File: config.mk
export PLATFORM = sky130hd
export DESIGN_NAME = brp_queue
export DESIGN_NICKNAME = d
export VERILOG_FILES = /design/src/rtl/core/brp_pkg.sv /design/src/rtl/core/brp_queue.sv
export SDC_FILE = /design/constraint.sdc
export NUM_CORES = 1
export LEC_CHECK = 0
export ABC_AREA = 1
export BUFFER_PORTS_ARGS = -buffer_cell sky130_fd_sc_hd__buf_2
export CAP_MARGIN = 15
export CELL_PAD_IN_SITES_DETAIL_PLACEMENT = 2
export CELL_PAD_IN_SITES_GLOBAL_PLACEMENT = 2
export CORE_ASPECT_RATIO = 0.8
export CORE_MARGIN = 4
export CORE_UTILIZATION = 44
export DETAILED_ROUTE_END_ITERATION = 16
export MAX_ROUTING_LAYER = met4
export PLACE_DENSITY = 0.95
export SYNTH_ARGS = -nofsm -noshare
export SYNTH_HDL_FRONTEND = slang
export SYNTH_SLANG_ARGS = --single-unit
File: constraint.sdc
create_clock -name aclk -period 24 [get_ports aclk]
set_clock_uncertainty 0.05 [all_clocks]
set_input_delay 3.6 -clock aclk [delete_from_list [all_inputs] [get_ports aclk]]
set_output_delay 3.6 -clock aclk [all_outputs]
set_load 0.02 [all_outputs]
File: src/rtl/core/brp_pkg.sv
// Shared types and constants for the blit request planner.
package brp_pkg;

    localparam int MAX_LINES = 2048;
    localparam int LINE_W = $clog2(MAX_LINES);
    localparam int PITCH_W = 14;
    localparam int OFF_W = 24;
    localparam int COORD_W = 12;
    localparam int QUOT_W = OFF_W;
    localparam int QDEPTH = 4;
    localparam int QPTR_W = $clog2(QDEPTH);

    localparam logic CMD_COPY = 1'b0;
    localparam logic CMD_FILL = 1'b1;

    localparam logic [3:0] REG_DISPLAY_PITCH = 4'd0;

    // Classified request handed from the front part to the back part.
    typedef struct packed {
        logic               decline;
        logic               is_fill;
        logic               same_surface;
        logic [PITCH_W-1:0] pitch;
        logic [OFF_W-1:0]   src_offset;
        logic [OFF_W-1:0]   dst_offset;
        logic [COORD_W-1:0] left;
        logic [COORD_W-1:0] top;
        logic [COORD_W-1:0] dleft;
        logic [COORD_W-1:0] dtop;
        logic [COORD_W-1:0] width;
        logic [COORD_W-1:0] height;
        logic [15:0]        color;
    } brp_req_t;

    typedef struct packed {
        logic              status;
        logic              is_fill;
        logic [15:0]       start_x;
        logic [LINE_W-1:0] start_y;
        logic [15:0]       target_x;
        logic [LINE_W-1:0] target_y;
        logic [15:0]       width_less_one;
        logic [LINE_W-1:0] height_less_one;
        logic              x_increasing;
        logic              y_increasing;
        logic [15:0]       color_out;
    } brp_res_t;

endpackage

File: src/rtl/core/brp_queue.sv
// Short queue that decouples the front part from the back part.
module brp_queue (
    input  logic              aclk,
    input  logic              aresetn,
    input  logic              in_valid,
    output logic              in_ready,
    input  brp_pkg::brp_req_t in_req,
    output logic              out_valid,
    input  logic              out_ready,
    output brp_pkg::brp_req_t out_req
);
    import brp_pkg::*;

    brp_req_t            mem_reg [QDEPTH];
    logic [QPTR_W-1:0]   wr_reg, rd_reg;
    logic [QPTR_W:0]     cnt_reg;
    logic                push, pop;

    assign in_ready  = (cnt_reg != QDEPTH[QPTR_W:0]);
    assign out_valid = (cnt_reg != '0);
    assign out_req   = mem_reg[rd_reg];
    assign push      = in_valid && in_ready;
    assign pop       = out_valid && out_ready;

    always_ff @(posedge aclk) begin
        if (!aresetn) begin
            wr_reg  <= '0;
            rd_reg  <= '0;
            cnt_reg <= '0;
        end else begin
            if (push) wr_reg <= wr_reg + 1'b1;
            if (pop) rd_reg <= rd_reg + 1'b1;
            if (push && !pop) cnt_reg <= cnt_reg + 1'b1;
            else if (pop && !push) cnt_reg <= cnt_reg - 1'b1;
        end
        if (push) mem_reg[wr_reg] <= in_req;
    end

    assert property (@(posedge aclk) disable iff (!aresetn) cnt_reg <= QDEPTH)
        else $error("queue count overflow");
    assert property (@(posedge aclk) disable iff (!aresetn)
        (cnt_reg == '0) |-> !out_valid) else $error("empty queue shows valid");
    assert property (@(posedge aclk) disable iff (!aresetn)
        (push && !pop) |=> (cnt_reg == $past(cnt_reg) + 1'b1))
        else $error("queue count missed a push");
endmodule

Yosys cells after proc, flatten, opt, wreduce, memory -nomap -nowiden --
Memory sizes are Yosys's and may differ from the RTL's. A register that Yosys moved wholly into a read port is not among the register bits. Cells that the tools add are included.
Storage, ports and cells: bits in registers 7, bits in writable memories 612, input port bits 157, logic and storage cells 23, memories kept 1
Cells by class: add/sub/neg operators 4, equality and inequality tests 1, mux-type cells 6, reductions and logical operators 8
Memory list:
- mem_reg | words 4, bits a word 153, rd ports 1, clocked after Yosys merged registers in 1, write ports 1, RTL line brp_queue.sv:14 | brp_req_t mem_reg [QDEPTH];
Operator list (count):
- two-way mux 3 bit | 2
- adder 2 x 1 -> 2 bit (second input constant) | 2
- logical AND 1 bit | 4
- two-way mux 2 bit | 2
- adder 3 x 1 -> 3 bit (second input constant) | 1
- != test 3 bit (second input constant) | 1
- nonzero test 3 bit | 1
- subtractor 3 x 1 -> 3 bit (second input constant) | 1
- logical NOT 1 bit | 2
- two-way mux 1 bit | 2
- nonzero test 2 bit | 1

Longest topological paths before layout --
word-level depth 6, mapped depth 13

Worst setup path after synthesis --
No wires, ideal clock.
path kind input-to-reg, start input port in_valid, end memory mem_reg[0][0] (netlist name) (enable), setup time 0.668 ns, data arrival time 10.071 ns, data required time 23.282 ns, slack 13.211 ns, cell stages on the path 2, buffers on the path 0, cell sequence nand2_1 -> nor2_1
Between the ends: word-level cells in the longest chain between the ends 3
RTL lines:
- start, declared | RTL line brp_queue.sv:5 | input logic in_valid,
- logical AND 1 bit | RTL line brp_queue.sv:22 | assign push = in_valid && in_ready;
- two-way mux 1 bit | RTL line brp_queue.sv:36 | if (push) mem_reg[wr_reg] <= in_req;
- two-way mux 1 bit (implied by the code) | RTL line brp_queue.sv:36
- end, declared | RTL line brp_queue.sv:14
No other way between the ends.

==> flow_summary.yaml <==
outcome:
  status: "finished, final reports clean"
synth:
  ys.flop_type: "edfxtp_1"
  syn-num-nets: 1710
  synth_xor_xnor_area_share: 0.000378
  synth_top_family_by_area: "compound AO/OA/AOI/OAI gates"
  syn_area_sq_um: 23200
  netlist_top_cells_count: "edfxtp_1 (612), nor2_1 (320), o21ai_0 (288)"
  ys_warn_count: 0
  yosysUniqueCellTypes: 22
  ys_seq_elements: 621
  yosysMostFrequentCell: "edfxtp_1"
  synth_top_area_frac: 0.793
  synthCells: 1547
  async_reset_ff_frac: 0
  synth_compound_area_frac: 0.108
  yosys.area.top_type: "edfxtp_1"
  synth_edf_count: 612
  synth-seq-area-share: 0.801
  synthSimpleGateAreaFrac: 0.0555
  avgSynthCellArea_sq_um: 15.0
  synthTopCellsByArea: "edfxtp_1 (79%), o21ai_0 (6.2%), nor2_1 (5.2%), o22ai_1 (4.1%), buf_6 (1.3%)"
  synth_fa_ha_area_frac: 0.00356
  yosys-mux-area-fraction: 0
cts:
  hold_buffers: 0
  clk_pin_slew_ns: 0.06
  numCtsBuffers: 60
  cts_resized: 0
  cts_tree: "done"
  cts_sinks: 621
  clock_path_buffers: 3
  clk_latency_ns: 0.62
  cts_setup_buffers: 0
  clockRootBuffer: "clkbuf_16"
  htreeDepth: 2
route:
  drt_iter0_drc: 1458
  detail-route-antenna-nets: 0
  drc_errors: 0
  drt-total-wl_microns: 75900
  drtPass1Iterations: 5
  vias_per_cell: 5.70
  vias: 14800
  drt-wirelength-per-cell_microns: 29.3
place:
  portBuffers: 311
  place_ws_ns: 16.62
  hpwl_microns: 45800
  gp_congestion: 0.738
pwr:
  power.density_nw_per_um2: 116
  power.leakage_nw: 9.37
  peakVddDrop_mv: 0.0765
layout:
  layout-drive-gt1-share: 0.224
  largest_reg_flops: 612
  layout.nets: 2003
  fill_cells: 4766
  area_growth_pct: 17.0
grt:
  grt_pass1_vias: 16300
  grt_pass1_wl_microns: 108000
  grt_usage: 0.265
  grt-ovfl-total: 0
  antenna_found_initial: 18
  grt_max_degree: 138
critical_path:
  cp_common_cell: "buf_4"
  path_cells: "inv_8 > buf_4 > buf_4 > o21ai_0 > o22ai_1 > buf_2"
  critPathRequiredTime_ns: 20.35
  crit_slowest_cell: "buf_4"
  start_kind: "flip-flop"
  crit_arrival_ns: 4.53
  crit_type: "reg -> out"
  slowest_delay_ns: 0.84
  end_kind: "output pin"
  cp_max_fo: 137
die:
  die-area_sq_um: 56400
  initial_core_util: 0.449
  die_h_microns: 213
  fp.coreArea_sq_um: 51600
  die_width_microns: 265
  rows: 74
  io_pins: 312
timing:
  tightest_slew_ns: 1.06
  post-route-min-period_ns: 8.18
  clock.fmax_mhz: 122
  maxSlewHeadroom: 0.292
  grt_setup_unrepaired: "false"
  hold_viol_final: 0
  setup_viol_count_final: 0
  fin_setup_tns_ns: 0
  setup_ws_ns: 15.82
  slew_violations: 0
  period_share: 0.341
run:
  drv_cap: 0
worst_hold_path:
  hold_class: "reg -> reg"
-- worst paths after layout --
path	start	endpoint	slack, ns	cells after the start
setup / recovery	flip-flop	out_req[152]	15.82	6
hold / removal	cnt_reg[1]$_SDFFE_PN0P_	cnt_reg[1]$_SDFFE_PN0P_	0.50	2
hold reg to reg	cnt_reg[1]$_SDFFE_PN0P_	cnt_reg[1]$_SDFFE_PN0P_	0.50	2
setup reg to reg	cnt_reg[0]$_SDFFE_PN0P_	mem_reg[1][100]$_DFFE_PP_	20.61	6
-- through the flow --
| stage | hold WS (ns) | instance area (sq um) | power, mW | std cells | util |
|---|---|---|---|---|---|
| 2_1_floorplan | 0.415 | 23200 | 1.91 | 1547 | - |
| 3_3_place_gp | 0.432 | 25100 | 2.12 | 2459 | 0.487 |
| 3_5_place_dp | 0.481 | 25100 | 2.20 | 2460 | 0.487 |
| 4_1_cts | 0.493 | 27000 | 3.15 | 2570 | 0.524 |
| 5_1_grt | 0.505 | 27100 | 3.27 | 2590 | 0.526 |
| 6_report | 0.496 | 27100 | 3.14 | 2593 | 0.526 |
-- area by class of cell --
cell class | instances | area (sq um) | share of cell area
Sequential cell | 621 | 18600 | 0.685
Multi-Input combinational cell | 810 | 3920 | 0.144
Timing Repair Buffer | 331 | 1750 | 0.0646
Clock buffer | 79 | 1640 | 0.0606
Tap cell | 684 | 856 | 0.0316
Clock inverter | 31 | 255 | 0.00942
Inverter | 16 | 70.1 | 0.00258
Antenna cell | 21 | 52.6 | 0.00194
-- critical path: cells and delay by family (launching register included) --
kind	cells	cell delay, ns
buffers and inverters	4	2.42
AOI/OAI and AO/OA	2	0.58
DFF	1	0.53
-- cell usage in the layout (no fill, tap or decap), types with 5 or more instances in the layout --
cell type and count:
o22ai_1 153, clkinv_2 10, clkinv_1 13, buf_4 17
nor2_1 316, edfxtp_1 612, o21ai_1 19, nand2_1 15
clkbuf_8 5, diode_2 21, ha_1 5, dfxtp_1 7
buf_2 311, clkbuf_1 13, clkbuf_16 61, o21ai_0 288
inv_1 14
-- cell families (layout without fill, tap and decap cells) --
group           count (synthesis)  after routing
xor+xnor                        1              1
buf+inv                       116            457
compound gates                463            463
fa+ha+maj                       6              6
other cells                     0             21
simple gates                  340            340
flops                         621            621
-- layer usage --
| layer | vias up | track usage | part of all wire |
|---|---|---|---|
| li1 | 6464 | - | - |
| met2 | 439 | 0.477 | 0.54 |
| met1 | 7780 | 0.307 | 0.39 |
| met4 | 0 | 0.0652 | 0.021 |
| met5 | - | - | 0 |
| met3 | 99 | 0.0533 | 0.053 |
-- power by group --
part	switching [mW]	internal, mW	total (mW)
Combinational	0.620	0.206	0.826
Sequential	0.0498	1.32	1.37
Clock	0.416	0.523	0.939
Total	1.09	2.05	3.14
No activity file was read; power rests on OpenSTA's default activity.
