<file path="config.mk">
export PLATFORM = sky130hd
export DESIGN_NAME = brp_back
export DESIGN_NICKNAME = d
export VERILOG_FILES = /design/src/rtl/core/brp_pkg.sv /design/src/rtl/core/brp_div.sv /design/src/rtl/core/brp_back.sv
export SDC_FILE = /design/constraint.sdc
export NUM_CORES = 2
export LEC_CHECK = 0
export BUFFER_PORTS_ARGS = -buffer_cell sky130_fd_sc_hd__buf_2
export CAP_MARGIN = 20
export CELL_PAD_IN_SITES_DETAIL_PLACEMENT = 1
export CELL_PAD_IN_SITES_GLOBAL_PLACEMENT = 1
export CORE_UTILIZATION = 58
export CTS_CLUSTER_SIZE = 30
export DETAILED_ROUTE_END_ITERATION = 10
export HOLD_SLACK_MARGIN = 0.06
export PLACE_DENSITY = 0.9
export SLEW_MARGIN = 10
export SYNTH_ARGS = -nofsm -noshare
export SYNTH_HDL_FRONTEND = slang
export SYNTH_SLANG_ARGS = --single-unit
</file>
<file path="constraint.sdc">
create_clock -name aclk -period 694.1 [get_ports aclk]
set_clock_uncertainty 0.1 [all_clocks]
set_input_delay 208.23 -clock aclk [delete_from_list [all_inputs] [get_ports aclk]]
set_output_delay 208.23 -clock aclk [all_outputs]
set_load 0.005 [all_outputs]
</file>
<file path="src/rtl/core/brp_pkg.sv">
// Shared types and constants for the blit request planner.
package brp_pkg;

    localparam int MAX_LINES = 2048;
    localparam int LINE_W = $clog2(MAX_LINES);
    localparam int PITCH_W = 14;
    localparam int OFF_W = 24;
    localparam int COORD_W = 12;
    localparam int QUOT_W = OFF_W;
    localparam int QDEPTH = 4;
    localparam int QPTR_W = $clog2(QDEPTH);

    localparam logic CMD_COPY = 1'b0;
    localparam logic CMD_FILL = 1'b1;

    localparam logic [3:0] REG_DISPLAY_PITCH = 4'd0;

    // Classified request handed from the front part to the back part.
    typedef struct packed {
        logic               decline;
        logic               is_fill;
        logic               same_surface;
        logic [PITCH_W-1:0] pitch;
        logic [OFF_W-1:0]   src_offset;
        logic [OFF_W-1:0]   dst_offset;
        logic [COORD_W-1:0] left;
        logic [COORD_W-1:0] top;
        logic [COORD_W-1:0] dleft;
        logic [COORD_W-1:0] dtop;
        logic [COORD_W-1:0] width;
        logic [COORD_W-1:0] height;
        logic [15:0]        color;
    } brp_req_t;

    typedef struct packed {
        logic              status;
        logic              is_fill;
        logic [15:0]       start_x;
        logic [LINE_W-1:0] start_y;
        logic [15:0]       target_x;
        logic [LINE_W-1:0] target_y;
        logic [15:0]       width_less_one;
        logic [LINE_W-1:0] height_less_one;
        logic              x_increasing;
        logic              y_increasing;
        logic [15:0]       color_out;
    } brp_res_t;

endpackage

</file>
<file path="src/rtl/core/brp_div.sv">
// Pipelined restoring divider, one quotient bit per stage, with a remainder-is-zero flag.
module brp_div (
    input  logic                        aclk,
    input  logic                        aresetn,
    input  logic                        en,
    input  logic                        in_valid,
    input  logic [brp_pkg::OFF_W-1:0]   dividend,
    input  logic [brp_pkg::PITCH_W-1:0] divisor,
    output logic                        out_valid,
    output logic [brp_pkg::OFF_W-1:0]   quotient,
    output logic                        rem_zero
);
    import brp_pkg::*;

    logic [OFF_W-1:0]   q_reg [OFF_W+1];
    logic [PITCH_W:0]   r_reg [OFF_W+1];
    logic [OFF_W-1:0]   n_reg [OFF_W+1];
    logic [PITCH_W-1:0] d_reg [OFF_W+1];
    logic [OFF_W:0]     v_reg;

    always_comb begin
        q_reg[0] = '0;
        r_reg[0] = '0;
        n_reg[0] = dividend;
        d_reg[0] = divisor;
        v_reg[0] = in_valid;
    end

    for (genvar i = 0; i < OFF_W; i++) begin : g_stage
        logic [PITCH_W+1:0] trial;
        assign trial = {r_reg[i], n_reg[i][OFF_W-1-i]};
        always_ff @(posedge aclk) begin
            if (!aresetn) begin
                v_reg[i+1] <= 1'b0;
            end else if (en) begin
                v_reg[i+1] <= v_reg[i];
            end
            if (en) begin
                n_reg[i+1] <= n_reg[i];
                d_reg[i+1] <= d_reg[i];
                if (trial >= {2'b00, d_reg[i]}) begin
                    r_reg[i+1] <= (PITCH_W+1)'(trial - {2'b00, d_reg[i]});
                    q_reg[i+1] <= q_reg[i] | (OFF_W'(1) << (OFF_W-1-i));
                end else begin
                    r_reg[i+1] <= trial[PITCH_W:0];
                    q_reg[i+1] <= q_reg[i];
                end
            end
        end
    end

    assign out_valid = v_reg[OFF_W];
    assign quotient  = q_reg[OFF_W];
    assign rem_zero  = (r_reg[OFF_W] == '0);
endmodule

</file>
<file path="src/rtl/core/brp_back.sv">
// Back part: divides offsets by the pitch, folds lines into y, picks direction.
module brp_back (
    input  logic              aclk,
    input  logic              aresetn,
    input  logic              in_valid,
    output logic              in_ready,
    input  brp_pkg::brp_req_t in_req,
    output logic              out_valid,
    input  logic              out_ready,
    output brp_pkg::brp_res_t out_res
);
    import brp_pkg::*;

    localparam int LAT = OFF_W;

    logic     en;
    logic     sv, dv, sz, dz;
    logic [QUOT_W-1:0] sq, dq;
    brp_req_t dly_reg [LAT+1];
    brp_res_t res_reg, res_next;
    logic     res_valid_reg;

    // The pipeline advances whenever the output register can take a result.
    assign en        = !res_valid_reg || out_ready;
    assign in_ready  = en;
    assign out_valid = res_valid_reg;
    assign out_res   = res_reg;

    brp_div u_sdiv (.aclk, .aresetn, .en, .in_valid(in_valid),
        .dividend(in_req.src_offset), .divisor(in_req.pitch),
        .out_valid(sv), .quotient(sq), .rem_zero(sz));
    brp_div u_ddiv (.aclk, .aresetn, .en, .in_valid(in_valid),
        .dividend(in_req.dst_offset), .divisor(in_req.pitch),
        .out_valid(dv), .quotient(dq), .rem_zero(dz));

    always_comb dly_reg[0] = in_req;
    for (genvar i = 0; i < LAT; i++) begin : g_dly
        always_ff @(posedge aclk) if (en) dly_reg[i+1] <= dly_reg[i];
    end

    always_comb begin
        brp_req_t q;
        logic [QUOT_W:0] sy, dy;
        logic s_fit, d_fit, bad;
        logic [16:0] sx, dx;
        q  = dly_reg[LAT];
        sy = {1'b0, sq} + (QUOT_W+1)'(q.top);
        dy = {1'b0, dq} + (QUOT_W+1)'(q.is_fill ? q.top : q.dtop);
        s_fit = (sy < MAX_LINES) && ((QUOT_W+1)'(q.height) <= MAX_LINES - sy);
        d_fit = (dy < MAX_LINES) && ((QUOT_W+1)'(q.height) <= MAX_LINES - dy);
        bad = q.decline || !dz || !d_fit;
        if (!q.is_fill && (!sz || !s_fit)) bad = 1'b1;
        sx = 17'(q.left);
        dx = 17'(q.dleft);
        res_next = '0;
        res_next.status = 1'b1;
        if (!bad) begin
            res_next.status          = 1'b0;
            res_next.is_fill         = q.is_fill;
            res_next.width_less_one  = 16'(q.width) - 16'd1;
            res_next.height_less_one = LINE_W'(q.height - 1'b1);
            res_next.x_increasing    = 1'b1;
            res_next.y_increasing    = 1'b1;
            if (q.is_fill) begin
                res_next.start_x   = 16'(q.left);
                res_next.start_y   = LINE_W'(dy);
                res_next.color_out = q.color;
            end else begin
                if (q.same_surface && dy > sy) begin
                    res_next.y_increasing = 1'b0;
                    sy = sy + (QUOT_W+1)'(q.height) - 1'b1;
                    dy = dy + (QUOT_W+1)'(q.height) - 1'b1;
                end else if (q.same_surface && dy == sy && q.dleft > q.left) begin
                    res_next.x_increasing = 1'b0;
                    sx = sx + 17'(q.width) - 1'b1;
                    dx = dx + 17'(q.width) - 1'b1;
                end
                res_next.start_x  = sx[15:0];
                res_next.start_y  = LINE_W'(sy);
                res_next.target_x = dx[15:0];
                res_next.target_y = LINE_W'(dy);
            end
        end
    end

    always_ff @(posedge aclk) begin
        if (!aresetn) begin
            res_valid_reg <= 1'b0;
        end else if (en) begin
            res_valid_reg <= dv;
        end
        if (en) res_reg <= res_next;
    end

    assert property (@(posedge aclk) disable iff (!aresetn) sv == dv)
        else $error("divider lanes out of step");
    assert property (@(posedge aclk) disable iff (!aresetn)
        (out_valid && out_res.status) |-> (out_res.is_fill == 1'b0 && out_res.start_x == '0))
        else $error("declined result carries data");
    assert property (@(posedge aclk) disable iff (!aresetn)
        (out_valid && !out_ready) |=> $stable(out_res))
        else $error("stalled result changed");
endmodule
</file>
Word-level counts from Yosys, hierarchy flattened --
Cells that the tools add are included.
Cells by class: multiplexer cells 66, add/sub/neg operators 62, order comparisons 54, bitwise logic cells 2, equal/unequal tests 1, reductions and logical operators 21
Operator list (count):
- 16-bit by 14-bit greater-or-equal comparator with 1-bit output | 46
- 15-bit two-way mux | 46
- 15-bit by 14-bit subtractor with 15-bit output | 46
- 101-bit two-way mux | 1
- 16-bit two-way mux | 5
- 12-bit by 32-bit less-or-equal comparator with 1-bit output | 2
- 27-bit two-way mux | 2
- 12-bit by 25-bit subtractor with 26-bit output (first input constant) | 2
- 24-bit by 12-bit adder with 25-bit output | 2
- 25-bit by 12-bit < comparator with 1-bit output (second input constant) | 2
- 24-bit two-way mux | 2
- 11-bit by 1-bit subtractor with 11-bit output (second input constant) | 3
- 15-bit logical NOT | 2
- 1-bit by 14-bit subtractor with 15-bit output | 2
- 1-bit by 14-bit greater-or-equal comparator with 1-bit output | 2
- 13-bit by 1-bit subtractor with 14-bit output (second input constant) | 2
- 12-bit by 12-bit adder with 13-bit output | 2
- 25-bit == test | 1
- 25-bit greater-than comparator | 1
- 11-bit adder | 2
- 11-bit two-way mux | 2
- 12-bit by 1-bit subtractor with 13-bit output (second input constant) | 1
- 12-bit greater-than comparator | 1
- 12-bit two-way mux | 1
- 8 further kinds | 28
Word-level totals: output and inout bits 103, bits in registers 5052, logic and storage cells 697

Logic depth before layout (Yosys ltp) --
depth after elaboration 9, depth in mapped cells 26, mapped depth without buffers 22

Cells and area by module --
From an unflattened synthesis, not the netlist that was laid out.
Second synthesis, totals: cell total of the unflattened synthesis 12378, area total of the unflattened synthesis 194685.5 um^2
By module, submodules not included:
- brp_back | area an instance 76932.5 um^2, times used 1, cells an instance 3501
- brp_div at u_sdiv | area an instance 59224.3 um^2, times used 1, cells an instance 4465
- brp_div at u_ddiv | area an instance 58528.6 um^2, times used 1, cells an instance 4412

Worst setup path after synthesis --
Ideal clock, no wire load.
path type in2out, start point input port out_ready, end point output port in_ready, path buffers 2, slack 156.759 ns, arrival time 329.011 ns, cell stages on the path 4, cells stage by stage nor2b_1 clkbuf_1 inv_2 clkbuf_1
Between the ends: word-level cells in the longest chain between the ends 1
RTL lines:
- from (decl) | RTL line brp_back.sv:9 | input logic out_ready,
- 1-bit logical OR | RTL line brp_back.sv:24 | assign en = !res_valid_reg || out_ready;
- to (decl) | RTL line brp_back.sv:6 | output logic in_ready,
No other way between the ends.

Final worst setup path --
Same ends and word-level chain as after synthesis.

==> impl_metrics.tcl <==
set metrics [dict create \
    cp_slowest_cell "buf_4" \
    cpMostUsedCell "buf_2" \
    setup_viol 0 \
    peakVddDrop_mv 0.00306 \
    yosys_warnings 0 \
    cts_resized 0 \
    power.leakage_uw 0.0794 \
    die_x_um 559 \
    grt_max_degree 221 \
    syn_avg_cell_area_um2 16.0 \
    clk_path_buf_depth 4 \
    dp_hpwl_um 288000 \
    cp_cell_sequence "buf_2 > nor2b_2 > buf_4 > inv_8 > buf_2" \
    drv_slew 0 \
    cts_hold_buf 0 \
    fin_cells 16407 \
    status "finished clean" \
    cts_made_buffers 432 \
    synthesis.area_um2 180000 \
    period_share_pct 60.2 \
    track_usage_pct 28.5 \
    antenna_found_initial 31 \
    synthXorXnorAreaFrac_pct 2.78 \
    syn-num-nets 12272 \
    grt_pass1_vias 105633 \
    worst_slew_pin_slew_ps 1310 \
    fmax_mhz 2.39 \
    rows 204 \
    synth_flop_cell "edfxtp_1" \
    postCtsSetupRepairBufs 0 \
    ys_seq_elements 4497 \
    initial_utilization_pct 58.3 \
    ys_types 71 \
    cp.arrival_ps 209320 \
    gp_congestion 0.911 \
    drc 0 \
    drv_cap 0 \
    clkTransAtPathRegs_ps 80 \
    vias 100273 \
    synth_mux_area_share_pct 1.51 \
    drive_gt1_share_pct 10.9 \
    grt_pass1_wl_um 670000 \
    holdCritPathClass "flip-flop to flip-flop" \
    rsz0062_at_grt "no" \
    synth_top_family_by_area "compound AO/OA/AOI/OAI gates" \
    synthSimpleGateAreaFrac_pct 5.90 \
    io_pins 260 \
    ant_nets 0 \
    drt_iter0_markers 10004 \
    synth-adder-area-share_pct 6.29 \
    io_buffer_count 259 \
    slew_headroom_pct 12.7 \
    r2r_setup_slack_ps 684740 \
    dr.pass1.iters 9 \
    setup_tns_ps 0 \
    critPathMaxStageDelay_ps 320 \
    gr-total-overflow 0 \
    synthesis.instances 11242 \
    vias_per_cell 6.11 \
    area_delta_synth_final_pct 12.2 \
    crit_type "input port to primary output" \
    synth_edf_count 4472 \
    synth_compound_area_share_pct 6.69 \
    clk_latency_ps 950 \
    endpoint_kind "primary output" \
    nFillCells 27098 \
    cp_max_fo 47 \
    wl_per_cell_um 28.5 \
    cts_sinks 4497 \
    largest_reg_flops 2184 \
    htreeDepth 5 \
    clockRootBuffer "clkbuf_16" \
    crit_required_ps 485770 \
    tritoncts "done" \
    finalHoldViolations 0 \
    min_period_ps 417650 \
    crit_path_start_kind "input port" \
    fp.dieArea_um2 312000 \
    synth-seq-area-share_pct 74.9 \
    dp.cells 15574 \
    coreArea_um2 309000 \
    routed_wirelength_um 467000 \
    nets 12930 \
    die_height_um 559 \
    async_flop_share_pct 0 \
    cellPowerDensity_nw_per_um2 4.06 \
]
==> cell families (layout without fill, tap and decap cells) <==
kind of cell             count (synthesis)  after routing
other                                    0             17
flip-flops                            4497           4497
AND/OR/NAND/NOR                       2212           2212
adder cells (fa/ha/maj)                873            873
multiplexers                           248            248
XOR/XNOR                               572            572
AO/OA/AOI/OAI                         1939           1939
buffers and inverters                  901           1929
==> area by class of cell <==
type / instances / area (um2) / area share [%]
Sequential cell: 4497 / 135000 / 66.8
Multi-Input combinational cell: 5844 / 41900 / 20.8
Clock buffer: 507 / 11200 / 5.55
Tap cell: 4120 / 5150 / 2.55
Clock inverter: 297 / 3480 / 1.72
Inverter: 757 / 2850 / 1.41
Timing Repair Buffer: 368 / 2450 / 1.21
Antenna cell: 17 / 42.5 / 0.0211
==> report_power, final <==
group / internal, uW / switching [uW] / leakage [uW]
Sequential: 343 / 25.2 / 0.0485
Clock: 140 / 110 / 0.00710
Combinational: 73.8 / 127 / 0.0238
Total: 556 / 263 / 0.0794
==> worst max-delay path, delay by kind of cell <==
kind,cells,cell delay (ps)
buf+inv,4,880
simple gates,1,100
==> layer usage <==
| metal | vias to the layer above | global-route usage, % | share of wire (%) |
|---|---|---|---|
| met4 | 30 | 14.9 | 6.5 |
| met2 | 4527 | 50.3 | 51 |
| met1 | 50166 | 33.7 | 37 |
| met5 | - | 0.0152 | 0.045 |
| met3 | 1656 | 4.67 | 6.3 |
| li1 | 43894 | - | - |
==> cells in the final DEF, fill, tap and decap left out, drive strengths merged, types with 182 or more instances in the layout <==
master | Yosys | layout
nand4 | 188 | 188
xnor2 | 268 | 268
o21ai | 696 | 696
a21oi | 418 | 418
mux2 | 182 | 182
edfxtp | 4472 | 4472
clkbuf | 131 | 507
nor3 | 230 | 230
xor2 | 304 | 304
clkinv | 0 | 202
buf | 13 | 368
ha | 821 | 821
nor2 | 414 | 414
inv | 757 | 768
nand2 | 760 | 760
==> per-stage QoR <==
stage,util (%),hold slack (ps),setup WS [ps],power (uW),instance area (um2)
after floorplan,-,300,156760,486,180000
after global placement,60.5,300,276420,535,187000
after detailed placement,60.5,305,276420,553,187000
after CTS,65.3,269,276420,810,202000
after global routing,65.4,284,276400,844,202000
final,65.4,278,276450,819,202000
==> final timing paths <==
| check | start | to | cells after the start |
|---|---|---|---|
| worst max register to register | dly_reg[151]$_DFFE_PP_ | out_res[82]$_SDFFCE_PP0P_ | 21 |
| worst max-delay path | out_ready | in_ready | 5 |
| worst min-delay path | u_ddiv.q_reg[104]$_DFFE_PP_ | u_ddiv.q_reg[80]$_DFFE_PP_ | 0 |
| worst min register to register | u_ddiv.q_reg[104]$_DFFE_PP_ | u_ddiv.q_reg[80]$_DFFE_PP_ | 0 |
==> cells in the mapped netlist (all sizes together) (131+ instances only) <==
master,number,area [um2]
nor3,230,1150
inv,757,2840
nor2,414,1550
clkbuf,131,493
nand4,188,1180
xor2,304,2660
a21o,147,1100
edfxtp,4472,134000
nand2,760,2850
xnor2,268,2350
o21ai,696,3480
a21oi,418,2090
mux2,182,2050
ha,821,10300
Power figures use the tool's default switching activity.
