==> config.mk <==
export PLATFORM = sky130hd
export DESIGN_NAME = brp_front
export DESIGN_NICKNAME = d
export VERILOG_FILES = /design/src/rtl/core/brp_pkg.sv /design/src/rtl/core/brp_front.sv
export SDC_FILE = /design/constraint.sdc
export NUM_CORES = 1
export LEC_CHECK = 0
export BUFFER_PORTS_ARGS = -buffer_cell sky130_fd_sc_hd__buf_4
export CAP_MARGIN = 20
export CORE_AREA = 2 2 131 133
export DETAILED_ROUTE_END_ITERATION = 12
export DIE_AREA = 0 0 133 135
export PLACE_DENSITY_LB_ADDON = 0.3
export SLEW_MARGIN = 40
export SYNTH_ARGS = -nofsm -noshare
export SYNTH_HDL_FRONTEND = slang
export SYNTH_SLANG_ARGS = --single-unit
==> constraint.sdc <==
create_clock -name aclk -period 6.4 [get_ports aclk]
set_input_delay 1.92 -clock aclk [delete_from_list [all_inputs] [get_ports aclk]]
set_output_delay 1.92 -clock aclk [all_outputs]
set_load 0.005 [all_outputs]
==> src/rtl/core/brp_pkg.sv <==
// Shared types and constants for the blit request planner.
package brp_pkg;

    localparam int MAX_LINES = 2048;
    localparam int LINE_W = $clog2(MAX_LINES);
    localparam int PITCH_W = 14;
    localparam int OFF_W = 24;
    localparam int COORD_W = 12;
    localparam int QUOT_W = OFF_W;
    localparam int QDEPTH = 4;
    localparam int QPTR_W = $clog2(QDEPTH);

    localparam logic CMD_COPY = 1'b0;
    localparam logic CMD_FILL = 1'b1;

    localparam logic [3:0] REG_DISPLAY_PITCH = 4'd0;

    // Classified request handed from the front part to the back part.
    typedef struct packed {
        logic               decline;
        logic               is_fill;
        logic               same_surface;
        logic [PITCH_W-1:0] pitch;
        logic [OFF_W-1:0]   src_offset;
        logic [OFF_W-1:0]   dst_offset;
        logic [COORD_W-1:0] left;
        logic [COORD_W-1:0] top;
        logic [COORD_W-1:0] dleft;
        logic [COORD_W-1:0] dtop;
        logic [COORD_W-1:0] width;
        logic [COORD_W-1:0] height;
        logic [15:0]        color;
    } brp_req_t;

    typedef struct packed {
        logic              status;
        logic              is_fill;
        logic [15:0]       start_x;
        logic [LINE_W-1:0] start_y;
        logic [15:0]       target_x;
        logic [LINE_W-1:0] target_y;
        logic [15:0]       width_less_one;
        logic [LINE_W-1:0] height_less_one;
        logic              x_increasing;
        logic              y_increasing;
        logic [15:0]       color_out;
    } brp_res_t;

endpackage

==> src/rtl/core/brp_front.sv <==
// Front part: checks pitches and the rectangle and classifies each request.
module brp_front (
    input  logic                      aclk,
    input  logic                      aresetn,
    input  logic [brp_pkg::PITCH_W-1:0] display_pitch,
    input  logic                      in_valid,
    output logic                      in_ready,
    input  logic [164:0]              in_data,
    output logic                      out_valid,
    input  logic                      out_ready,
    output brp_pkg::brp_req_t         out_req
);
    import brp_pkg::*;

    logic     valid_reg;
    brp_req_t req_reg, req_next;

    logic               cmd;
    logic [PITCH_W-1:0] sp, dp;
    logic [OFF_W-1:0]   so, dof;
    logic [COORD_W-1:0] l, t, r, b, dl, dt;
    logic [15:0]        col;

    assign cmd = in_data[0];
    assign sp  = in_data[14:1];
    assign dp  = in_data[28:15];
    assign so  = in_data[52:29];
    assign dof = in_data[76:53];
    assign l   = in_data[88:77];
    assign t   = in_data[100:89];
    assign r   = in_data[112:101];
    assign b   = in_data[124:113];
    assign dl  = in_data[136:125];
    assign dt  = in_data[148:137];
    assign col = in_data[164:149];

    assign in_ready  = !valid_reg || out_ready;
    assign out_valid = valid_reg;
    assign out_req   = req_reg;

    always_comb begin
        logic bad;
        bad = (display_pitch == '0) || (dp != display_pitch) || (r <= l) || (b <= t);
        if (cmd == CMD_COPY && sp != display_pitch) begin
            bad = 1'b1;
        end
        req_next.decline      = bad;
        req_next.is_fill      = (cmd == CMD_FILL);
        req_next.same_surface = (so == dof);
        req_next.pitch        = display_pitch;
        req_next.src_offset   = so;
        req_next.dst_offset   = dof;
        req_next.left         = l;
        req_next.top          = t;
        req_next.dleft        = dl;
        req_next.dtop         = dt;
        req_next.width        = r - l;
        req_next.height       = b - t;
        req_next.color        = col;
    end

    always_ff @(posedge aclk) begin
        if (!aresetn) begin
            valid_reg <= 1'b0;
        end else if (in_ready) begin
            valid_reg <= in_valid;
        end
        if (in_ready && in_valid) begin
            req_reg <= req_next;
        end
    end
endmodule

After elaboration in Yosys (flattened, before gate mapping)
Index checks and enable logic that the tools add are counted.
{ "word_totals": {"word_cells": 30, "out_inout_bits": 155, "ff_bits": 154} }
{ "op_classes": {"bitwise": 1, "eq_ne": 3, "reduce_logical": 8, "n_addsub": 2, "order_cmp": 2} }
{ "ops": {"columns": ["operator", "count"], "rows": [
  ["14-bit != test", 2],
  ["24-bit == test", 1],
  ["12-bit less-or-equal comparator", 2],
  ["12-bit subtractor", 2],
  ["14-bit logical NOT", 1],
  ["1-bit logical OR", 4],
  ["1-bit logical AND", 2],
  ["1-bit logical NOT", 1],
  ["1-bit NOT", 1]
]} }

Depth between registers and ports, before layout
Gate-level depths: netlist (run 1).
{ "logic_depth": {"depth_word": 4, "mapped_depth": 8} }

Worst setup path after synthesis (run 1)
Ideal clock, no wire load.
{ "synth_timing": {"path_type": "input -> register", "from": "input port out_ready", "to": "register req_reg, in the netlist out_req[0], enable pin", "required_time_ns": 5.869, "setup_time_ns": 0.531, "arrival_ns": 5.582, "path_stages": 2, "path_buffers": 0, "path_slack_ns": 0.286, "cell_sequence": "nand2b_1 -> and2_1"} }
{ "synth_via": {"elab_chain_cells": 2} }
{ "synth_lines": {"columns": ["item", "line_no", "source"], "rows": [
  ["from (decl)", "brp_front.sv:10", "input logic out_ready,"],
  ["1-bit logical OR", "brp_front.sv:37", "assign in_ready = !valid_reg || out_ready;"],
  ["1-bit logical AND", "brp_front.sv:68", "if (in_ready && in_valid) begin"],
  ["to (signal assigned)", "brp_front.sv:69", "req_reg <= req_next;"],
  ["to (decl)", "brp_front.sv:16", "brp_req_t req_reg, req_next;"]
]} }
Every way passes these cells.
A chain may end at the register's enable or synchronous reset.

Worst setup path after layout (run 1)
{ "layout_timing": {"from": "input port out_ready", "to": "output port in_ready"} }
{ "layout_via": {"elab_chain_cells": 1} }
{ "layout_lines": {"columns": ["item", "line_no", "source"], "rows": [
  ["1-bit logical OR", "brp_front.sv:37", null],
  ["to (decl)", "brp_front.sv:7", "output logic in_ready,"]
]} }
Every way passes these cells.

==> results_dict.tcl, run 1 <==
set metrics [dict create \
    fin_nets 995 \
    critPathRequiredTime_ns 4.48 \
    worst_clock_skew_ns 0.00665 \
    ys_seq_area_share_pct 69.8 \
    reg2reg_depth 4 \
    synth_cell_types 49 \
    cts_tree "yes" \
    routedWlPerCell_um 19.2 \
    synth_edf_count 153 \
    fin_ws_ns 2.14 \
    ioPinCount 338 \
    whs_ns 0.563 \
    worstPathArrival_ns 2.34 \
    worst-path-max-fanout 3 \
    synth_most_common_cell "edfxtp_1" \
    seq_power_share_pct 46.2 \
    core-area_um2 16400 \
    postCtsSetupBuffers 0 \
    start_util_pct 40.3 \
    crit_end "in_ready" \
    n_antenna_cell 0 \
    grt_max_degree 92 \
    track_usage_pct 21.0 \
    ys.flop_type "edfxtp_1" \
    ant_nets 0 \
    yosysWarnings 0 \
    gr-total-overflow 0 \
    r2r_setup_slack_ns 4.43 \
    p_clk_share_pct 38.0 \
    fin_cells 1019 \
    path_clk_slew_ns 0.06 \
    drive_gt1_share_pct 47.2 \
    dp_cells 986 \
    area_growth_pct 51.6 \
    die_h_um 135 \
    multi_input_area_um2 1830 \
    rsz0062_at_grt "false" \
    power_frac_comb_pct 15.8 \
    synth_async_sr_flop_share_pct 0 \
    antenna_found_initial 0 \
    fmax_mhz 235 \
    drc 0 \
    power_mw 2.63 \
    vias 4943 \
    post-place-ws_ns 2.13 \
    insertion_delay_ns 0.42 \
    switching_power_uw 627 \
    setup_tns_ns 0 \
    slew_viol_final 0 \
    fillers 1292 \
    dr.pass1.iters 5 \
    die_x_um 133 \
    finalHoldViolCount 0 \
    hpwl_mm 15.4 \
    htree_levels 4 \
    postSynthNetCount 645 \
    vias_per_cell 4.85 \
    cts_hold_buf 0 \
    synth_area_leaders "edfxtp_1 (70%), xor2_1 (6.1%), ha_1 (4.5%), xnor2_1 (2.8%), inv_1 (2.0%)" \
    clk_path_buf_depth 2 \
    critical_path_class "input port to output pin" \
    critPathCaptureType "output pin" \
    gp_congestion 0.839 \
    drt_iter0_markers 284 \
    p_per_area_nw_per_um2 263 \
    seqCellArea_um2 4610 \
    worst_pin_slew_ns 0.520 \
    cts.sinks 154 \
    yosys-top-cells-count "edfxtp_1 (153), xor2_1 (46), inv_1 (36)" \
    synthesis.area_um2 6610 \
    switching_share_pct 23.8 \
    portBuffers 337 \
    avgSynthCellArea_um2 15.2 \
    r2r-end "out_req[105]$_DFFE_PP_" \
    synthCells 436 \
    status "finished clean" \
    root_buffer "clkbuf_16" \
    cp-startpoint "out_ready" \
    power_leakage_nw 4.31 \
    die_area_um2 18000 \
    period_needed_ns 4.26 \
    max-cap-violations 0 \
    fp-row-count 47 \
    finalCritPeriodShare_pct 66.6 \
    cts_buffers 17 \
    p_int_mw 2.01 \
    finalWirelength_mm 19.5 \
    synthDominantCellAreaShare_pct 69.5 \
    synth_top_area_cell "edfxtp_1" \
    slew_headroom_pct 65.0 \
    ys_ff_latch 154 \
    grt_pass1_vias 4928 \
    critPathLaunchType "input port" \
    grt_pass1_wl_mm 28.2 \
    hp-class "register to register" \
    setup_violations 0 \
    ctsResizeCount 0 \
    ir_worst_vdd_v 0.000159 \
    r2r-start "out_valid$_SDFFE_PN0N_" \
]
==> worst max-delay path: stages <==
cell and delay (ns):
buf_4 0.11, nand2b_1 0.17, buf_4 0.15
==> cell type report <==
type                            instances  area share, %
Multi-Input combinational cell        238           18.3
Tap cell                              220           2.75
Clock buffer                           18           4.28
Timing Repair Buffer                  339           25.7
Clock inverter                         14           1.64
Sequential cell                       154           46.1
Inverter                               36           1.35
==> routing by layer <==
| layer | vias up | track usage, % | routed length, um |
|---|---|---|---|
| met3 | 23 | 7.02 | 1590 |
| met5 | - | 0 | 0 |
| met2 | 215 | 36.9 | 10200 |
| li1 | 2340 | - | - |
| met1 | 2365 | 23.9 | 7280 |
| met4 | 0 | 7.71 | 419 |
==> power by group through the flow <==
stage               logic, mW  clock network (mW)  registers (mW)
finish                  0.416                1.00            1.22
global route            0.451                1.07            1.22
CTS                     0.418                1.02            1.22
detailed placement      0.416                   0            1.24
global placement        0.406                   0            1.24
floorplan               0.154                   0            1.25
==> logic make-up (layout without fill, tap and decap cells) <==
group	after synthesis	count (layout)	share of synthesized area (%)
AOI/OAI and AO/OA	56	56	6.02
xor gates and xnor gates	67	67	8.88
adders and majority gates	26	26	5.15
buffers and inverters	44	407	2.54
DFF	154	154	69.8
muxes	2	2	0.322
and+or+nand+nor	87	87	7.29
==> per-stage QoR <==
stage	utilization, %	instance area (um^2)
3_3_place_gp	57.3	9410
6_report	61.1	10000
3_5_place_dp	57.3	9410
4_1_cts	60.9	10000
2_1_floorplan	-	6610
5_1_grt	61.1	10000
==> sequential cells by signal, indices dropped and copies added, names as in the netlist <==
| register | cells |
|---|---|
| out_req | 153 |
| out_valid | 1 |
==> worst min-delay path by stage <==
stage,from,endpoint,slack (ns),depth (start not counted)
finish,out_valid$_SDFFE_PN0N_,out_valid$_SDFFE_PN0N_,0.56,2
global route,out_valid$_SDFFE_PN0N_,out_valid$_SDFFE_PN0N_,0.62,2
CTS,out_valid$_SDFFE_PN0N_,out_valid$_SDFFE_PN0N_,0.56,2
detailed placement,out_valid$_SDFFE_PN0N_,out_valid$_SDFFE_PN0N_,0.56,2
global placement,out_valid$_SDFFE_PN0N_,out_valid$_SDFFE_PN0N_,0.53,2
floorplan,out_valid$_SDFFE_PN0N_,out_valid$_SDFFE_PN0N_,0.54,2
==> layout by cell type, fill, tap and decap left out, types with 3 or more instances in the layout <==
cell type	instances
a211oi_1	4
inv_6	5
o21a_1	3
nand2b_1	4
xnor2_1	21
nand3_1	6
nor2b_1	3
nor4_1	15
nor2_1	20
nor3_1	8
a21o_1	5
xor2_1	46
clkbuf_16	17
edfxtp_1	153
a21oi_1	16
buf_4	337
nand2_1	8
ha_1	24
nor4_2	3
inv_1	36
o21ai_0	5
nand4_1	13
Power figures use the tool's default switching activity.
==> run 2, diff against run 1 <==
--- a/config.mk
+++ b/config.mk
@@ -7,9 +7,9 @@
 export LEC_CHECK = 0
 export BUFFER_PORTS_ARGS = -buffer_cell sky130_fd_sc_hd__buf_4
 export CAP_MARGIN = 20
-export CORE_AREA = 2 2 131 133
+export CORE_AREA = 2 2 130 132
 export DETAILED_ROUTE_END_ITERATION = 12
-export DIE_AREA = 0 0 133 135
+export DIE_AREA = 0 0 132 134
 export PLACE_DENSITY_LB_ADDON = 0.3
 export SLEW_MARGIN = 40
 export SYNTH_ARGS = -nofsm -noshare
==> constraint.sdc (replaced) <==
create_clock -name aclk -period 3.89 [get_ports aclk]
set_input_delay 1.167 -clock aclk [delete_from_list [all_inputs] [get_ports aclk]]
set_output_delay 1.167 -clock aclk [all_outputs]
set_load 0.005 [all_outputs]
==> run 2 against run 1 <==
  * Sequential power up 64%
  * Wire length up 1.2%
  * Via count up 0.24%
  * Global-route usage up 1.1 points
  * Core utilization grew 0.58 points
  * Clock power increased by 69%
  * Cell count stayed put
  * Register-to-register slack worse by 2.3 ns
  * Critical path type is now input port to register
  * Critical endpoint is now out_req[152]$_SDFFCE_PP1P_
==> results_dict.tcl, run 2 (same netlist as run 1, synthesis figures left out) <==
set metrics [dict create \
    status "finished clean" \
    crit_end "out_req[152]$_SDFFCE_PP1P_" \
    cts_tree "yes" \
    fin_nets 995 \
    dr.pass1.iters 4 \
    fp-row-count 47 \
    area_growth_pct 51.9 \
    hp-class "register to register" \
    postCtsSetupBuffers 0 \
    finalHoldViolCount 0 \
    ctsResizeCount 0 \
    critPathLaunchType "input port" \
    drc 0 \
    finalCritPeriodShare_pct 72.1 \
    critPathSlowestCell "fa_1" \
    multi_input_area_um2 1830 \
    clk_path_buf_depth 2 \
    setup_violations 0 \
    hpwl_mm 15.7 \
    power_mw 4.38 \
    n_antenna_cell 0 \
    grt_pass1_wl_mm 29.3 \
    vias 4955 \
    root_buffer "clkbuf_16" \
    portBuffers 337 \
    critical_path_class "input port to register" \
    power_leakage_nw 4.32 \
    core-area_um2 16300 \
    start_util_pct 40.6 \
    postLayoutCellArea_um2 10000 \
    critPathMaxStageDelay_ns 0.40 \
    critPathRequiredTime_ns 4.04 \
    worst-path-max-fanout 2 \
    routedWlPerCell_um 19.4 \
    r2r-start "out_valid$_SDFFE_PN0N_" \
    grt_pass1_vias 5095 \
    critPathCaptureType "register" \
    fillers 1297 \
    setup_tns_ns 0 \
    ant_nets 0 \
    final_cell_mix "buf_4 (337), edfxtp_1 (153), xor2_1 (46)" \
    die_h_um 134 \
    cp-startpoint "in_data[89]" \
    grt_max_degree 62 \
    cts_hold_buf 0 \
    reg2reg_depth 3 \
    slew_headroom_pct 60.7 \
    seqCellArea_um2 4610 \
    die_area_um2 17700 \
    p_per_area_nw_per_um2 436 \
    htree_levels 4 \
    slew_viol_final 0 \
    cts_buffers 17 \
    drt_iter0_markers 284 \
    period_needed_ns 2.80 \
    die_x_um 132 \
    ioPinCount 338 \
    insertion_delay_ns 0.42 \
    rsz0062_at_grt "false" \
    antenna_found_initial 0 \
    crit_chain "buf_4 > ha_1 > fa_1 > nand2b_1 > a211oi_1 > nor3_1 > o31ai_1 > nand4_1" \
    gp_congestion 0.850 \
    worstPathArrival_ns 2.96 \
    gr-total-overflow 0 \
    worst_clock_skew_ns 0.0145 \
    max-cap-violations 0 \
    r2r_setup_slack_ns 2.16 \
    path_clk_slew_ns 0.06 \
    placed_area_um2 9430 \
    fmax_mhz 357 \
    drive_gt1_share_pct 47.3 \
    whs_path_depth 2 \
    track_usage_pct 22.1 \
    cts.sinks 154 \
    finalWirelength_mm 19.8 \
    ir_worst_vdd_v 0.000262 \
    r2r-end "out_req[145]$_DFFE_PP_" \
    worst_pin_slew_ns 0.590 \
    vias_per_cell 4.86 \
    layout_commonest_cell "buf_4" \
    largest_reg_flops 153 \
]
run 2: worst min path at each step:
| stage | startpoint | end | slack [ns] |
|---|---|---|---|
| 6_report | out_valid$_SDFFE_PN0N_ | out_valid$_SDFFE_PN0N_ | 0.55 |
| 5_1_grt | out_valid$_SDFFE_PN0N_ | out_valid$_SDFFE_PN0N_ | 0.60 |
| 4_1_cts | out_valid$_SDFFE_PN0N_ | out_valid$_SDFFE_PN0N_ | 0.56 |
| 3_3_place_gp | out_valid$_SDFFE_PN0N_ | out_valid$_SDFFE_PN0N_ | 0.52 |
| 3_5_place_dp | out_valid$_SDFFE_PN0N_ | out_valid$_SDFFE_PN0N_ | 0.55 |
| 2_1_floorplan | out_valid$_SDFFE_PN0N_ | out_valid$_SDFFE_PN0N_ | 0.54 |
run 2: layout make-up:
type | count | area share, %
Timing Repair Buffer | 339 | 25.6
Multi-Input combinational cell | 238 | 18.2
Tap cell | 220 | 2.74
Clock inverter | 14 | 1.86
Sequential cell | 154 | 46.0
Clock buffer | 18 | 4.27
Inverter | 36 | 1.35
run 2: metal layers:
layer / vias to the layer above / routed length [um] / global-route usage (%)
met4: 0 / 420 / 7.79
li1: 2352 / - / -
met3: 30 / 1710 / 8.01
met2: 208 / 10500 / 39.9
met1: 2365 / 7100 / 23.9
met5: - / 0 / 0
run 2: metrics by stage:
| stage | hold slack (ns) | cells | util, % | setup slack, ns |
|---|---|---|---|---|
| finish | 0.550 | 1019 | 61.6 | 1.09 |
| global placement | 0.522 | 987 | 57.9 | 0.690 |
| floorplan | 0.536 | 436 | - | 0.242 |
| global route | 0.598 | 1019 | 61.6 | 1.00 |
| CTS | 0.556 | 1019 | 61.6 | 1.07 |
| detailed placement | 0.547 | 987 | 57.9 | 0.655 |
run 2: power breakdown:
| part | switching, mW | internal (mW) | total, mW | leakage, nW |
|---|---|---|---|---|
| Clock | 0.711 | 0.976 | 1.69 | 0.297 |
| Combinational | 0.320 | 0.369 | 0.689 | 2.54 |
| Sequential | 0.0323 | 1.97 | 2.00 | 1.49 |
run 2: worst max-delay path, delay by kind of cell:
family                     cells  cell delay, ns
buffers and inverters          1            0.11
adders and majority gates      2            0.61
and+or+nand+nor                3            0.46
AOI/OAI and AO/OA              2            0.60
==> run 3, diff against run 2 <==
--- a/config.mk
+++ b/config.mk
@@ -7,9 +7,9 @@
 export LEC_CHECK = 0
 export BUFFER_PORTS_ARGS = -buffer_cell sky130_fd_sc_hd__buf_4
 export CAP_MARGIN = 20
-export CORE_AREA = 2 2 130 132
+export CORE_AREA = 2 2 131 133
 export DETAILED_ROUTE_END_ITERATION = 12
-export DIE_AREA = 0 0 132 134
+export DIE_AREA = 0 0 133 135
 export PLACE_DENSITY_LB_ADDON = 0.3
 export SLEW_MARGIN = 40
 export SYNTH_ARGS = -nofsm -noshare
==> constraint.sdc (replaced) <==
create_clock -name aclk -period 2.8 [get_ports aclk]
set_input_delay 0.84 -clock aclk [delete_from_list [all_inputs] [get_ports aclk]]
set_output_delay 0.84 -clock aclk [all_outputs]
set_load 0.005 [all_outputs]
==> run 3 against run 2 <==
  * Power rose by 39%
  * Cell count rose by 0.69%
  * Sequential share of layout area fell by 0.26 points
  * Combinational power rose by 42%
  * Sequential power rose by 39%
  * Non-clock buffer count rose by 7
  * Design area rose by 0.56%
  * Register-to-register slack got worse by 0.95 ns
  * Die area rose by 1.5%
  * Global-route usage fell by 0.59 points
  * Critical path type unchanged
  * Critical endpoint unchanged
==> results_dict.tcl, run 3 (same netlist as run 1, synthesis figures left out) <==
set metrics [dict create \
    dr.pass1.iters 4 \
    cp.depth 8 \
    cts_tree "yes" \
    critPathMaxStageDelay_ns 0.41 \
    wl_met2_mm 10.8 \
    drc 0 \
    worst_clock_skew_ns 0.00691 \
    critical_path_buf_inv_count 1 \
    worstPathArrival_ns 2.62 \
    ioPinCount 338 \
    post-place-ws_ns -0.143 \
    final_cell_mix "buf_4 (343), edfxtp_1 (153), xor2_1 (46)" \
    drt_iter0_markers 221 \
    reg2reg_depth 3 \
    core-area_um2 16400 \
    fillers 1315 \
    grt_pass1_wl_mm 28.8 \
    fp-row-count 47 \
    layout_commonest_cell "buf_4" \
    clk_path_buf_depth 2 \
    insertion_delay_ns 0.42 \
    vias_per_cell 4.86 \
    ctsResizeCount 0 \
    power_leakage_nw 4.35 \
    area_growth_pct 52.8 \
    cpLargestDelayFamily "adder cells" \
    drive_gt1_share_pct 47.9 \
    die_x_um 133 \
    cts.sinks 154 \
    period_needed_ns 2.46 \
    finalWirelength_mm 20.0 \
    antenna_found_initial 0 \
    rsz0062_at_grt "false" \
    vias 4984 \
    hp-class "register to register" \
    largest_reg_flops 153 \
    wl_met1_mm 7.31 \
    topRoutingLayerUsed "met4" \
    grt_max_degree 60 \
    met3_length_mm 1.58 \
    worst-path-max-fanout 2 \
    fin_cells 1026 \
    status "finished clean" \
    cts_hold_buf 0 \
    routedWlPerCell_um 19.5 \
    crit_end "out_req[152]$_SDFFCE_PP1P_" \
    worst_pin_slew_ns 0.660 \
    hold_start "out_valid$_SDFFE_PN0N_" \
    fmax_mhz 406 \
    gp_congestion 0.819 \
    r2r-end "out_req[46]$_DFFE_PP_" \
    root_buffer "clkbuf_16" \
    die_area_um2 18000 \
    placed_area_um2 9490 \
    critical_path_class "input port to register" \
    grt_pass1_vias 5136 \
    finalCritPeriodShare_pct 88.0 \
    portBuffers 337 \
    finalHoldViolCount 0 \
    ir_worst_vdd_v 0.000390 \
    start_util_pct 40.3 \
    fin_ws_ns 0.337 \
    setup_tns_ns 0 \
    slew_viol_final 0 \
    die_h_um 135 \
    ant_nets 0 \
    cts_buffers 17 \
    crit_chain "buf_4 > ha_1 > fa_1 > nand2b_1 > a211oi_1 > nor3_1 > o31ai_1 > nand4_1" \
    path_clk_slew_ns 0.07 \
    hpwl_mm 15.9 \
    fin_nets 1002 \
    critPathSlowestCell "fa_1" \
    critPathRequiredTime_ns 2.96 \
    postCtsSetupBuffers 0 \
    r2r-start "out_valid$_SDFFE_PN0N_" \
    finish.utilization_pct 61.5 \
    gr-total-overflow 0 \
    critPathCaptureType "register" \
    setup_violations 0 \
    n_antenna_cell 0 \
    postLayoutCellArea_um2 10100 \
    cp-startpoint "in_data[89]" \
    htree_levels 4 \
    critPathLaunchType "input port" \
    max-cap-violations 0 \
    track_usage_pct 21.5 \
    dp_cells 994 \
    r2r_setup_slack_ns 1.21 \
    slew_headroom_pct 55.6 \
    p_per_area_nw_per_um2 604 \
]
## run 3: cell count changes in the layout (fill, tap and decap cells not counted), sizes merged
cell      previous run  this run
clkbuf              18        17
clkinv               6         1
buf                339       346
clkinvlp             1         4
inv                 41        44
## run 3: worst min-delay path by stage
stage	end	slack (ns)	depth (start not counted)
2_1_floorplan	out_valid$_SDFFE_PN0N_	0.55	2
3_3_place_gp	out_valid$_SDFFE_PN0N_	0.52	2
3_5_place_dp	out_valid$_SDFFE_PN0N_	0.57	2
4_1_cts	out_req[15]$_DFFE_PP_	0.57	1
5_1_grt	out_req[59]$_DFFE_PP_	0.57	1
6_report	out_valid$_SDFFE_PN0N_	0.56	2
## run 3: worst reg2reg max path: stages (launching register included)
cell and delay (ns):
dfxtp_1 0.31, nand2b_1 0.11, and2_4 0.44, buf_12 0.37
## run 3: cell type report
cell class              count  area, um^2  share of cell area [%]
flip-flops and latches    154        4610                    45.7
repair buffers            346        2640                    26.1
multi-input cells         238        1830                    18.1
clock buffers              17         425                    4.21
well taps                 220         275                    2.73
clock inverters            15         181                    1.80
inverters                  36         135                    1.34
## run 3: per-stage QoR
| step | total power [mW] | hold WS (ns) |
|---|---|---|
| 2_1_floorplan | 3.20 | 0.546 |
| 3_3_place_gp | 3.78 | 0.516 |
| 3_5_place_dp | 3.81 | 0.570 |
| 4_1_cts | 6.16 | 0.574 |
| 5_1_grt | 6.33 | 0.570 |
| 6_report | 6.10 | 0.565 |
## run 3: where the power goes
| part | total, mW | internal (mW) | switching, mW | leakage [nW] |
|---|---|---|---|---|
| clock network | 2.34 | 1.35 | 0.992 | 0.285 |
| registers | 2.78 | 2.74 | 0.0448 | 1.49 |
| logic | 0.977 | 0.525 | 0.452 | 2.58 |
## run 3: layer usage
layer | vias up | track usage (%)
met5 | - | 0
met4 | 0 | 6.87
met3 | 24 | 6.64
met2 | 214 | 39.6
met1 | 2391 | 23.7
li1 | 2355 | -
